$ cat config.mk
export PLATFORM = sky130hd
export DESIGN_NAME = harmonic_band_energy
export DESIGN_NICKNAME = d
export VERILOG_FILES = /design/src/rtl/hbe_pkg.sv /design/src/rtl/harmonic_band_energy.sv /design/src/rtl/hbe_regs.sv /design/src/rtl/hbe_front.sv /design/src/rtl/hbe_queue.sv /design/src/rtl/hbe_back.sv
export SDC_FILE = /design/constraint.sdc
export NUM_CORES = 2
export LEC_CHECK = 0
export BUFFER_PORTS_ARGS = -buffer_cell sky130_fd_sc_hd__buf_2
export CAP_MARGIN = 20
export CORE_UTILIZATION = 53
export CTS_BUF_LIST = sky130_fd_sc_hd__clkbuf_8
export DETAILED_ROUTE_END_ITERATION = 10
export PLACE_DENSITY_LB_ADDON = 0.3
export SYNTH_ARGS = -nofsm -noshare
export SYNTH_HDL_FRONTEND = slang
export SYNTH_SLANG_ARGS = --single-unit
$ cat constraint.sdc
create_clock -name clk -period 17.2 [get_ports clk]
set_input_delay 0.86 -clock clk [delete_from_list [all_inputs] [get_ports clk]]
set_output_delay 0.86 -clock clk [all_outputs]
set_load 0.02 [all_outputs]
$ cat src/rtl/hbe_pkg.sv
package hbe_pkg;

    // field widths
    localparam int FREQ_W  = 24;
    localparam int RATIO_W = 16;
    localparam int RMS_W   = 16;
    localparam int ACC_W   = 42;
    localparam int DATA_W  = 32;
    localparam int PADDR_W = 5;
    localparam int REG_IDX_W = 3;

    // result transaction: rms, then the four band energies
    localparam int OUT_W = RMS_W + 4 * ACC_W;

    localparam logic [ACC_W-1:0] ACC_MAX = '1;

    // register map, index = paddr / 4
    localparam logic [REG_IDX_W-1:0] REG_BIN_WIDTH   = 3'd0;
    localparam logic [REG_IDX_W-1:0] REG_RATED_SHAFT = 3'd1;
    localparam logic [REG_IDX_W-1:0] REG_HALFWIDTH   = 3'd2;
    localparam logic [REG_IDX_W-1:0] REG_HF_RATIO    = 3'd3;
    localparam logic [REG_IDX_W-1:0] REG_SAMPLE_RATE = 3'd4;

    // reset values of the registers
    localparam logic [FREQ_W-1:0]  RST_BIN_WIDTH   = 24'd256;
    localparam logic [FREQ_W-1:0]  RST_RATED_SHAFT = 24'd6400;
    localparam logic [FREQ_W-1:0]  RST_HALFWIDTH   = 24'd512;
    localparam logic [RATIO_W-1:0] RST_HF_RATIO    = 16'd1280;
    localparam logic [FREQ_W-1:0]  RST_SAMPLE_RATE = 24'd256000;

    // depth of the queue between front and back
    localparam int QUEUE_DEPTH = 4;

    typedef struct packed {
        logic [FREQ_W-1:0]  bin_width;
        logic [FREQ_W-1:0]  rated_shaft;
        logic [FREQ_W-1:0]  halfwidth;
        logic [RATIO_W-1:0] hf_ratio;
        logic [FREQ_W-1:0]  sample_rate;
    } hbe_cfg_t;

    // per-bin tag produced by the front
    typedef struct packed {
        logic [RMS_W-1:0] rms;
        logic             first;
        logic             last;
        logic [3:0]       mask;
    } hbe_tag_t;

endpackage

$ cat src/rtl/harmonic_band_energy.sv
// result path: the frame's last bin passes the queue, the square stage and the result register
// throughput: one bin per cycle while the queue is not full; band edges are set in the first bin's
// cycle and compared against running multiples of the bin width, so no division stalls
// a 4-entry queue parts the bin-accepting front from the square/accumulate back
// reset: rst_n asynchronous active low; registers return to their defaults,
// bin counter, queue and pipeline valids clear; no memory clearing pass
module harmonic_band_energy
    import hbe_pkg::*;
#(
    parameter int NUM_BINS  = 512,
    parameter int MAG_WIDTH = 16
)
(
    input  logic               clk,
    input  logic               rst_n,
    // apb configuration
    input  logic               psel,
    input  logic               penable,
    input  logic               pwrite,
    input  logic [PADDR_W-1:0] paddr,
    input  logic [DATA_W-1:0]  pwdata,
    output logic [DATA_W-1:0]  prdata,
    output logic               pready,
    // bin stream
    input  logic               s_axis_tvalid,
    output logic               s_axis_tready,
    // magnitude, shaft_hz, frame_rms (lowest bit up), zero padded to bytes
    input  logic [((MAG_WIDTH + FREQ_W + RMS_W + 7) / 8) * 8 - 1:0] s_axis_tdata,
    input  logic               s_axis_tlast,
    // result stream
    output logic               m_axis_tvalid,
    input  logic               m_axis_tready,
    // rms_out, h1_energy, h2_energy, h3_energy, hf_energy (lowest bit up)
    output logic [OUT_W-1:0]   m_axis_tdata
);

    localparam int IN_W = ((MAG_WIDTH + FREQ_W + RMS_W + 7) / 8) * 8;
    localparam int QW   = $bits(hbe_tag_t) + MAG_WIDTH;

    hbe_cfg_t        cfg;
    logic            q_push;
    logic [QW-1:0]   q_push_data;
    logic            q_pop;
    logic [QW-1:0]   q_pop_data;
    logic            q_not_empty;
    logic            q_full;

    hbe_regs u_regs (
        .clk     (clk),
        .rst_n   (rst_n),
        .psel    (psel),
        .penable (penable),
        .pwrite  (pwrite),
        .paddr   (paddr),
        .pwdata  (pwdata),
        .prdata  (prdata),
        .pready  (pready),
        .cfg     (cfg)
    );

    hbe_front #(
        .NUM_BINS  (NUM_BINS),
        .MAG_WIDTH (MAG_WIDTH),
        .IN_W      (IN_W),
        .QW        (QW)
    ) u_front (
        .clk           (clk),
        .rst_n         (rst_n),
        .cfg           (cfg),
        .s_axis_tvalid (s_axis_tvalid),
        .s_axis_tready (s_axis_tready),
        .s_axis_tdata  (s_axis_tdata),
        .s_axis_tlast  (s_axis_tlast),
        .q_full        (q_full),
        .q_push        (q_push),
        .q_push_data   (q_push_data)
    );

    hbe_queue #(
        .WIDTH (QW),
        .DEPTH (QUEUE_DEPTH)
    ) u_queue (
        .clk       (clk),
        .rst_n     (rst_n),
        .push      (q_push),
        .push_data (q_push_data),
        .pop       (q_pop),
        .pop_data  (q_pop_data),
        .not_empty (q_not_empty),
        .full      (q_full)
    );

    hbe_back #(
        .MAG_WIDTH (MAG_WIDTH),
        .QW        (QW)
    ) u_back (
        .clk           (clk),
        .rst_n         (rst_n),
        .q_valid       (q_not_empty),
        .q_data        (q_pop_data),
        .q_pop         (q_pop),
        .m_axis_tvalid (m_axis_tvalid),
        .m_axis_tready (m_axis_tready),
        .m_axis_tdata  (m_axis_tdata)
    );

endmodule

$ cat src/rtl/hbe_regs.sv
module hbe_regs
    import hbe_pkg::*;
(
    input  logic               clk,
    input  logic               rst_n,
    input  logic               psel,
    input  logic               penable,
    input  logic               pwrite,
    input  logic [PADDR_W-1:0] paddr,
    input  logic [DATA_W-1:0]  pwdata,
    output logic [DATA_W-1:0]  prdata,
    output logic               pready,
    output hbe_cfg_t           cfg
);

    logic [FREQ_W-1:0]    bin_width_reg;
    logic [FREQ_W-1:0]    rated_shaft_reg;
    logic [FREQ_W-1:0]    halfwidth_reg;
    logic [RATIO_W-1:0]   hf_ratio_reg;
    logic [FREQ_W-1:0]    sample_rate_reg;
    logic [REG_IDX_W-1:0] reg_idx;
    logic                 wr_en;

    assign pready  = 1'b1;
    assign reg_idx = paddr[PADDR_W-1:2];
    assign wr_en   = psel && penable && pwrite;

    // register writes
    always_ff @(posedge clk or negedge rst_n)
    begin
        if (!rst_n)
        begin
            bin_width_reg   <= RST_BIN_WIDTH;
            rated_shaft_reg <= RST_RATED_SHAFT;
            halfwidth_reg   <= RST_HALFWIDTH;
            hf_ratio_reg    <= RST_HF_RATIO;
            sample_rate_reg <= RST_SAMPLE_RATE;
        end
        else if (wr_en)
        begin
            unique case (reg_idx)
                REG_BIN_WIDTH:   bin_width_reg   <= pwdata[FREQ_W-1:0];
                REG_RATED_SHAFT: rated_shaft_reg <= pwdata[FREQ_W-1:0];
                REG_HALFWIDTH:   halfwidth_reg   <= pwdata[FREQ_W-1:0];
                REG_HF_RATIO:    hf_ratio_reg    <= pwdata[RATIO_W-1:0];
                REG_SAMPLE_RATE: sample_rate_reg <= pwdata[FREQ_W-1:0];
                default:         ;
            endcase
        end
    end

    // read mux
    always_comb
    begin
        unique case (reg_idx)
            REG_BIN_WIDTH:   prdata = DATA_W'(bin_width_reg);
            REG_RATED_SHAFT: prdata = DATA_W'(rated_shaft_reg);
            REG_HALFWIDTH:   prdata = DATA_W'(halfwidth_reg);
            REG_HF_RATIO:    prdata = DATA_W'(hf_ratio_reg);
            REG_SAMPLE_RATE: prdata = DATA_W'(sample_rate_reg);
            default:         prdata = '0;
        endcase
    end

    assign cfg.bin_width   = bin_width_reg;
    assign cfg.rated_shaft = rated_shaft_reg;
    assign cfg.halfwidth   = halfwidth_reg;
    assign cfg.hf_ratio    = hf_ratio_reg;
    assign cfg.sample_rate = sample_rate_reg;

endmodule

$ cat src/rtl/hbe_front.sv
module hbe_front
    import hbe_pkg::*;
#(
    parameter int NUM_BINS  = 512,
    parameter int MAG_WIDTH = 16,
    parameter int IN_W      = 56,
    parameter int QW        = 38
)
(
    input  logic            clk,
    input  logic            rst_n,
    input  hbe_cfg_t        cfg,
    input  logic            s_axis_tvalid,
    output logic            s_axis_tready,
    input  logic [IN_W-1:0] s_axis_tdata,
    input  logic            s_axis_tlast,
    input  logic            q_full,
    output logic            q_push,
    output logic [QW-1:0]   q_push_data
);

    localparam int CW     = $clog2(NUM_BINS + 1);
    localparam int KW     = FREQ_W + $clog2(NUM_BINS + 2);
    localparam int CMP_W  = KW + 16;
    localparam int TH_W   = FREQ_W + 3;
    localparam int RR_W   = FREQ_W + RATIO_W;

    // bin counter and running edge products (k+1)*bw and (k-1)*bw
    logic [CW-1:0]     cnt_reg, cnt_next;
    logic [KW-1:0]     kp1_reg, kp1_next;
    logic [KW-1:0]     km1_reg, km1_next;
    logic [FREQ_W-1:0] den_reg;
    logic [FREQ_W-1:0] sr_reg;
    logic [RR_W-1:0]   rr_reg;
    logic [TH_W-1:0]   lo_th_reg [3];
    logic [TH_W-1:0]   hi_th_reg [3];

    logic [MAG_WIDTH-1:0] mag;
    logic [FREQ_W-1:0]    shaft;
    logic [RMS_W-1:0]     rms;
    logic                 accept;
    logic                 first;
    logic                 in_span;
    logic [FREQ_W-1:0]    den;
    logic [FREQ_W-1:0]    f1;
    logic [TH_W-1:0]      f1_x;
    logic [TH_W-1:0]      hw_x;
    logic [TH_W-1:0]      harm [3];
    logic [TH_W-1:0]      lo_th [3];
    logic [TH_W-1:0]      hi_th [3];
    logic [3:0]           mask;
    hbe_tag_t             tag;

    assign mag   = s_axis_tdata[MAG_WIDTH-1:0];
    assign shaft = s_axis_tdata[MAG_WIDTH +: FREQ_W];
    assign rms   = s_axis_tdata[MAG_WIDTH + FREQ_W +: RMS_W];

    assign s_axis_tready = !q_full;
    assign accept        = s_axis_tvalid && !q_full;
    assign first         = (cnt_reg == '0);
    assign in_span       = (cnt_reg < CW'(NUM_BINS));

    // frame setup: shaft frequency and band edge numerators
    assign den  = (cfg.bin_width != '0) ? cfg.bin_width : FREQ_W'(1);
    assign f1   = (shaft != '0) ? shaft : cfg.rated_shaft;
    assign f1_x = TH_W'(f1);
    assign hw_x = TH_W'(cfg.halfwidth);

    always_comb
    begin
        harm[0] = f1_x;
        harm[1] = f1_x << 1;
        harm[2] = f1_x + (f1_x << 1);
        for (int h = 0; h < 3; h++)
        begin
            lo_th[h] = (harm[h] >= hw_x) ? (harm[h] - hw_x) : '0;
            hi_th[h] = harm[h] + hw_x;
        end
    end

    // band membership of the current bin, by cross-multiplied edges
    always_comb
    begin
        for (int h = 0; h < 3; h++)
        begin
            mask[h] = !first && in_span
                      && (CMP_W'(kp1_reg) > CMP_W'(lo_th_reg[h]))
                      && (CMP_W'(km1_reg) < CMP_W'(hi_th_reg[h]));
        end
        mask[3] = !first && in_span
                  && (CMP_W'({kp1_reg, 8'b0}) > CMP_W'(rr_reg))
                  && (CMP_W'({km1_reg, 1'b0}) < CMP_W'(sr_reg));
    end

    // counter and edge product update
    always_comb
    begin
        cnt_next = cnt_reg;
        kp1_next = kp1_reg;
        km1_next = km1_reg;
        if (accept)
        begin
            if (s_axis_tlast)
                cnt_next = '0;
            else if (in_span)
                cnt_next = cnt_reg + CW'(1);
            if (first)
            begin
                kp1_next = KW'(den) << 1;
                km1_next = '0;
            end
            else if (in_span)
            begin
                kp1_next = kp1_reg + KW'(den_reg);
                km1_next = km1_reg + KW'(den_reg);
            end
        end
    end

    always_ff @(posedge clk or negedge rst_n)
    begin
        if (!rst_n)
            cnt_reg <= '0;
        else
            cnt_reg <= cnt_next;
    end

    always_ff @(posedge clk)
    begin
        kp1_reg <= kp1_next;
        km1_reg <= km1_next;
        if (accept && first)
        begin
            den_reg <= den;
            sr_reg  <= cfg.sample_rate;
            rr_reg  <= RR_W'(cfg.rated_shaft) * RR_W'(cfg.hf_ratio);
            for (int h = 0; h < 3; h++)
            begin
                lo_th_reg[h] <= lo_th[h];
                hi_th_reg[h] <= hi_th[h];
            end
        end
    end

    // queue write
    assign tag.rms   = rms;
    assign tag.first = first;
    assign tag.last  = s_axis_tlast;
    assign tag.mask  = mask;

    assign q_push      = accept;
    assign q_push_data = {tag, mag};

endmodule

$ cat src/rtl/hbe_queue.sv
module hbe_queue
#(
    parameter int WIDTH = 38,
    parameter int DEPTH = 4
)
(
    input  logic             clk,
    input  logic             rst_n,
    input  logic             push,
    input  logic [WIDTH-1:0] push_data,
    input  logic             pop,
    output logic [WIDTH-1:0] pop_data,
    output logic             not_empty,
    output logic             full
);

    localparam int PW = (DEPTH > 1) ? $clog2(DEPTH) : 1;
    localparam int NW = $clog2(DEPTH + 1);

    logic [WIDTH-1:0] mem_reg [DEPTH];
    logic [PW-1:0]    wr_ptr_reg, wr_ptr_next;
    logic [PW-1:0]    rd_ptr_reg, rd_ptr_next;
    logic [NW-1:0]    count_reg, count_next;

    assign not_empty = (count_reg != '0);
    assign full      = (count_reg == NW'(DEPTH));
    assign pop_data  = mem_reg[rd_ptr_reg];

    // pointer and fill count
    always_comb
    begin
        wr_ptr_next = wr_ptr_reg;
        rd_ptr_next = rd_ptr_reg;
        count_next  = count_reg;
        if (push)
            wr_ptr_next = (wr_ptr_reg == PW'(DEPTH - 1)) ? '0 : wr_ptr_reg + PW'(1);
        if (pop)
            rd_ptr_next = (rd_ptr_reg == PW'(DEPTH - 1)) ? '0 : rd_ptr_reg + PW'(1);
        if (push && !pop)
            count_next = count_reg + NW'(1);
        else if (pop && !push)
            count_next = count_reg - NW'(1);
    end

    always_ff @(posedge clk or negedge rst_n)
    begin
        if (!rst_n)
        begin
            wr_ptr_reg <= '0;
            rd_ptr_reg <= '0;
            count_reg  <= '0;
        end
        else
        begin
            wr_ptr_reg <= wr_ptr_next;
            rd_ptr_reg <= rd_ptr_next;
            count_reg  <= count_next;
        end
    end

    // storage
    always_ff @(posedge clk)
    begin
        if (push)
            mem_reg[wr_ptr_reg] <= push_data;
    end

endmodule

$ cat src/rtl/hbe_back.sv
module hbe_back
    import hbe_pkg::*;
#(
    parameter int MAG_WIDTH = 16,
    parameter int QW        = 38
)
(
    input  logic             clk,
    input  logic             rst_n,
    input  logic             q_valid,
    input  logic [QW-1:0]    q_data,
    output logic             q_pop,
    output logic             m_axis_tvalid,
    input  logic             m_axis_tready,
    output logic [OUT_W-1:0] m_axis_tdata
);

    localparam int SQ_W  = 2 * MAG_WIDTH;
    localparam int SUM_W = ((SQ_W > ACC_W) ? SQ_W : ACC_W) + 1;

    // square stage
    logic                 s1_valid_reg, s1_valid_next;
    hbe_tag_t             s1_tag_reg;
    logic [SQ_W-1:0]      sq_reg;

    // accumulate stage and result register
    logic [ACC_W-1:0]     acc_reg [4];
    logic [ACC_W-1:0]     acc_next [4];
    logic [RMS_W-1:0]     held_rms_reg, held_rms_next;
    logic                 out_valid_reg, out_valid_next;
    logic [OUT_W-1:0]     out_data_reg;

    hbe_tag_t             q_tag;
    logic [MAG_WIDTH-1:0] q_mag;
    logic                 out_free;
    logic                 adv;
    logic [SUM_W-1:0]     sum [4];

    assign q_tag = q_data[QW-1:MAG_WIDTH];
    assign q_mag = q_data[MAG_WIDTH-1:0];

    // handshake between stages
    assign out_free = !out_valid_reg || m_axis_tready;
    assign adv      = s1_valid_reg && (!s1_tag_reg.last || out_free);
    assign q_pop    = q_valid && (!s1_valid_reg || adv);

    always_comb
    begin
        s1_valid_next = s1_valid_reg;
        if (q_pop)
            s1_valid_next = 1'b1;
        else if (adv)
            s1_valid_next = 1'b0;
    end

    // saturating band sums, cleared at frame start
    always_comb
    begin
        for (int i = 0; i < 4; i++)
        begin
            sum[i] = (s1_tag_reg.first ? '0 : SUM_W'(acc_reg[i]))
                     + (s1_tag_reg.mask[i] ? SUM_W'(sq_reg) : '0);
            acc_next[i] = (sum[i] > SUM_W'(ACC_MAX)) ? ACC_MAX : sum[i][ACC_W-1:0];
        end
        held_rms_next = s1_tag_reg.first ? s1_tag_reg.rms : held_rms_reg;
    end

    always_comb
    begin
        out_valid_next = out_valid_reg;
        if (adv && s1_tag_reg.last)
            out_valid_next = 1'b1;
        else if (m_axis_tready)
            out_valid_next = 1'b0;
    end

    always_ff @(posedge clk or negedge rst_n)
    begin
        if (!rst_n)
        begin
            s1_valid_reg  <= 1'b0;
            out_valid_reg <= 1'b0;
        end
        else
        begin
            s1_valid_reg  <= s1_valid_next;
            out_valid_reg <= out_valid_next;
        end
    end

    always_ff @(posedge clk)
    begin
        if (q_pop)
        begin
            s1_tag_reg <= q_tag;
            sq_reg     <= {{MAG_WIDTH{1'b0}}, q_mag} * {{MAG_WIDTH{1'b0}}, q_mag};
        end
        if (adv)
        begin
            for (int i = 0; i < 4; i++)
                acc_reg[i] <= acc_next[i];
            held_rms_reg <= held_rms_next;
            if (s1_tag_reg.last)
                out_data_reg <= {acc_next[3], acc_next[2], acc_next[1], acc_next[0],
                                 held_rms_next};
        end
    end

    assign m_axis_tvalid = out_valid_reg;
    assign m_axis_tdata  = out_data_reg;

    // the frame's first bin lies below every band
    a_first_no_band: assert property (@(posedge clk) disable iff (!rst_n)
        (s1_valid_reg && s1_tag_reg.first) |-> (s1_tag_reg.mask == 4'b0))
        else $error("first bin of a frame matched a band");

    // a result appears only after a last bin moved into the sums
    a_result_from_last: assert property (@(posedge clk) disable iff (!rst_n)
        $rose(out_valid_reg) |-> ($past(adv) && $past(s1_tag_reg.last)))
        else $error("result raised without a last bin");

    // a blocked last bin keeps its square and stays put
    a_hold_blocked: assert property (@(posedge clk) disable iff (!rst_n)
        (s1_valid_reg && s1_tag_reg.last && out_valid_reg && !m_axis_tready)
        |=> (s1_valid_reg && $stable(sq_reg)))
        else $error("blocked last bin was lost");

    // the queue is read only when it holds an entry
    a_pop_nonempty: assert property (@(posedge clk) disable iff (!rst_n)
        q_pop |-> q_valid)
        else $error("pop from empty queue");

endmodule
==> results by group <==
Critical path
  – Critical Path Start: u_queue.rd_ptr_reg[1]
  – Worst Setup End Kind: register
  – Flop-to-flop setup slack: just under 8 ns
  – Crit path kind: register to register
  – CP Max Fanout: 29
  – FF-to-FF End: u_back.sq_reg[31]
  – Crit path launch type: register
  – CP arrival: 10.09 ns
  – Worst reg2reg path depth: 27
  – Req. time, crit path: about 18 ns
  – Worst r2r src: u_queue.rd_ptr_reg[1]
  – Setup crit end: u_back.sq_reg[31]

GRT
  – GRT Overall Usage: 0.296
  – First-pass GRT wire length: around 340,000 µm
  – Grt ovf: 0
  – Largest net degree at the start of global routing: 138
  – Vias in the first global route: ~58,000
  – Initial antenna violation count: 12

Clock tree
  – Clock slew at reported path FFs: roughly 0.06 ns
  – Root Driver: clkbuf_8
  – CTS buffer count: between 150 and 200
  – CTS tree: yes
  – # Post-CTS Setup Buffers: 0
  – Clock Path Buffers: 3
  – # H-tree levels: 4
  – # clock sinks: a little over 1,000
  – Worst skew pair latency: 0.93 ns
  – Post-CTS Resized: 0

Place
  – Number of port buffers: 300
  – Placed cell area: 0.0823 mm²
  – Routability cong.: between 0.9 and 1
  – Dpl ws: a little under 8 ns
  – Post-DP HPWL: around 170,000 µm
  – Placed Cells: about 9,600

Timing
  – Final slew viol count: 0
  – Setup ws final: 7.78 ns
  – # setup viols final: 0
  – Hold Vio Cnt, Final: 0
  – Unrepaired setup endpoints after global routing: false
  – Post-route setup TNS: 0 ns
  – Max-slew headroom: 0.240
  – Period utilization: 0.548
  – Fmax: roughly 0.11 GHz
  – Worst-Margin Slew: 1.14 ns
  – Fin crit period: roughly 9.4 ns
  – Final setup skew: 0.0587 ns

Cells and area
  – Synth-to-Final Area Change: 8.87%
  – Max reg flops: 184
  – Final instance area: roughly 0.086 mm²
  – Final nets: 9,208
  – Ratio of cells with drive above 1 in the final layout: 0.106
  – Fin cells: about 9,900

Yosys
  – YS warnings: 0
  – Mapped Cells: 7,588
  – FF+latch count, synth: between 1,000 and 1,500
  – Mapped Area: a little under 0.08 mm²
  – Async S/R FF share, synth: 0.129
  – Ys flop type: edfxtp_1
  – Synthesized area per cell: roughly 10 µm²
  – Post-synth EDFFs: between 800 and 900
  – Netlist cell types: ~110
  – Sequential-to-total area share from yosys stat: 0.378

Job
  – Max-cap viol count: 0

Floorplanning
  – Starting density of the core: 0.534
  – Core ar.: between 0.1 and 0.15 mm²
  – I/O pin total: 320
  – # rows: around 140
  – Die area: 0.150 mm²
  – Die Wd: a little under 400 µm
  – Chip height: around 390 µm

Worst hold path
  – Depth of the worst hold-timing path: 1
  – Worst hold path type: input pin to register

Detailed routing
  – Router iterations before antenna repair: 6
  – Per-cell routed wire length: between 20 and 25 µm
  – Post-Route WL: roughly 220,000 µm
  – Number of routed nets with antenna violations: 0
  – Routed vias/inst: 5.82
  – DR iter-0 viols: ~4,500
  – Via count: a little under 60,000
  – DRC: 0

Status
  – Status: finished, final reports clean
[cells in the mapped netlist (all sizes together), types with 36 or more instances]
cell type	count	share of area
mux2	123	0.018
a211oi	42	0.0042
nor3	80	0.0051
a31oi	55	0.0046
xor2	131	0.015
nor2b	221	0.018
buf	36	0.0031
nand4	78	0.0062
and2	309	0.025
o21bai	68	0.0066
clkbuf	251	0.012
nand3	82	0.0052
edfxtp	884	0.34
a21o	213	0.020
nand2	646	0.031
fa	482	0.12
nor2	470	0.023
a21oi	380	0.024
ha	773	0.12
inv	947	0.045
o21ai	293	0.019
nand2b	80	0.0063
dfrtp	118	0.037
xnor2	251	0.028
o21a	68	0.0065
and3	47	0.0037
[cell usage in the layout (no fill, tap or decap), drive strengths merged, types with 58 or more instances in the layout]
master / synthesis / routed
a21oi: 380 / 380
and2: 309 / 309
inv: 947 / 1005
edfxtp: 884 / 884
o21bai: 68 / 68
mux2: 123 / 123
clkinv: 10 / 58
nor2b: 221 / 221
buf: 36 / 363
nand2: 646 / 646
nand3: 82 / 82
fa: 482 / 482
o21ai: 293 / 293
clkbuf: 251 / 190
nor2: 470 / 470
dfrtp: 118 / 118
xor2: 131 / 131
nand2b: 80 / 80
nand4: 78 / 78
a21o: 213 / 213
ha: 773 / 773
xnor2: 251 / 251
o21a: 68 / 68
nor3: 80 / 80
[layout make-up]
type | instances | area, µm²
fillers | 12500 | 61900
multi-input cells | 5336 | 44400
flip-flops and latches | 1015 | 29800
inverters | 957 | 3590
clock buffers | 190 | 2620
well taps | 1930 | 2410
repair buffers | 364 | 2050
clock inverters | 129 | 960
diodes | 9 | 22.5
[worst max-delay path, stage by stage, from the launching register on]
cell	delay [ns]
dfrtp_2	0.81
buf_4	0.52
mux2_2	0.39
o21ai_1	0.73
clkinv_1	0.58
fa_1	0.67
inv_1	0.05
fa_1	0.50
fa_1	0.52
inv_1	0.05
fa_1	0.46
fa_1	0.54
inv_1	0.05
fa_1	0.52
inv_1	0.04
ha_1	0.37
a211oi_1	0.24
o21a_1	0.20
o31ai_1	0.08
a211oi_1	0.43
a21oi_1	0.21
and4_1	0.27
nor2_1	0.11
a211oi_1	0.11
a211oi_1	0.34
o21bai_1	0.10
a21oi_1	0.17
xnor2_1	0.09
[stage by stage]
stage,hold WS [ns],util
2_1_floorplan,0.442,-
3_3_place_gp,0.455,0.556
3_5_place_dp,0.462,0.556
4_1_cts,0.0610,0.581
5_1_grt,0.0866,0.581
6_report,0.164,0.581
[cells by family after synthesis]
kind of cell,after synthesis,share of synthesized area
flops,1015,0.378
other cells,2,0.0000952
simple gates,2153,0.135
xor+xnor,382,0.0425
buf+inv,1244,0.0605
compound gates,1361,0.111
fa+ha+maj,1255,0.245
mux,176,0.0279
[repair_timing]
item,in CTS,in global routing
setup endpoints to repair,0,0
hold buffers,1,0
endpoints found under the hold margin,5,0
[layer usage]
metal | wire (µm) | vias up | part of all wire | track usage
met5 | 37 | - | 0.00017 | 0
met4 | 12100 | 6 | 0.054 | 0.152
met3 | 14400 | 471 | 0.065 | 0.0469
met2 | 107000 | 2146 | 0.48 | 0.493
met1 | 88700 | 28600 | 0.40 | 0.373
li1 | - | 26600 | - | -
[how the worst min path moves through the flow]
stage                     slack, ns                endpoint                  startpoint
after detailed placement       0.46      u_front.sr_reg[23]  u_regs.sample_rate_reg[23]
after global routing           0.09  u_queue.mem_reg[1][28]            s_axis_tdata[46]
after global placement         0.46      u_front.sr_reg[22]  u_regs.sample_rate_reg[22]
final                          0.16  u_queue.mem_reg[0][36]            s_axis_tdata[54]
after floorplan                0.44      u_front.sr_reg[18]  u_regs.sample_rate_reg[18]
after CTS                      0.06  u_queue.mem_reg[3][28]            s_axis_tdata[46]
Power is left out: the tool's default activity adds up to more than one toggle a clock period on the data nets, which glitch-free logic cannot reach.
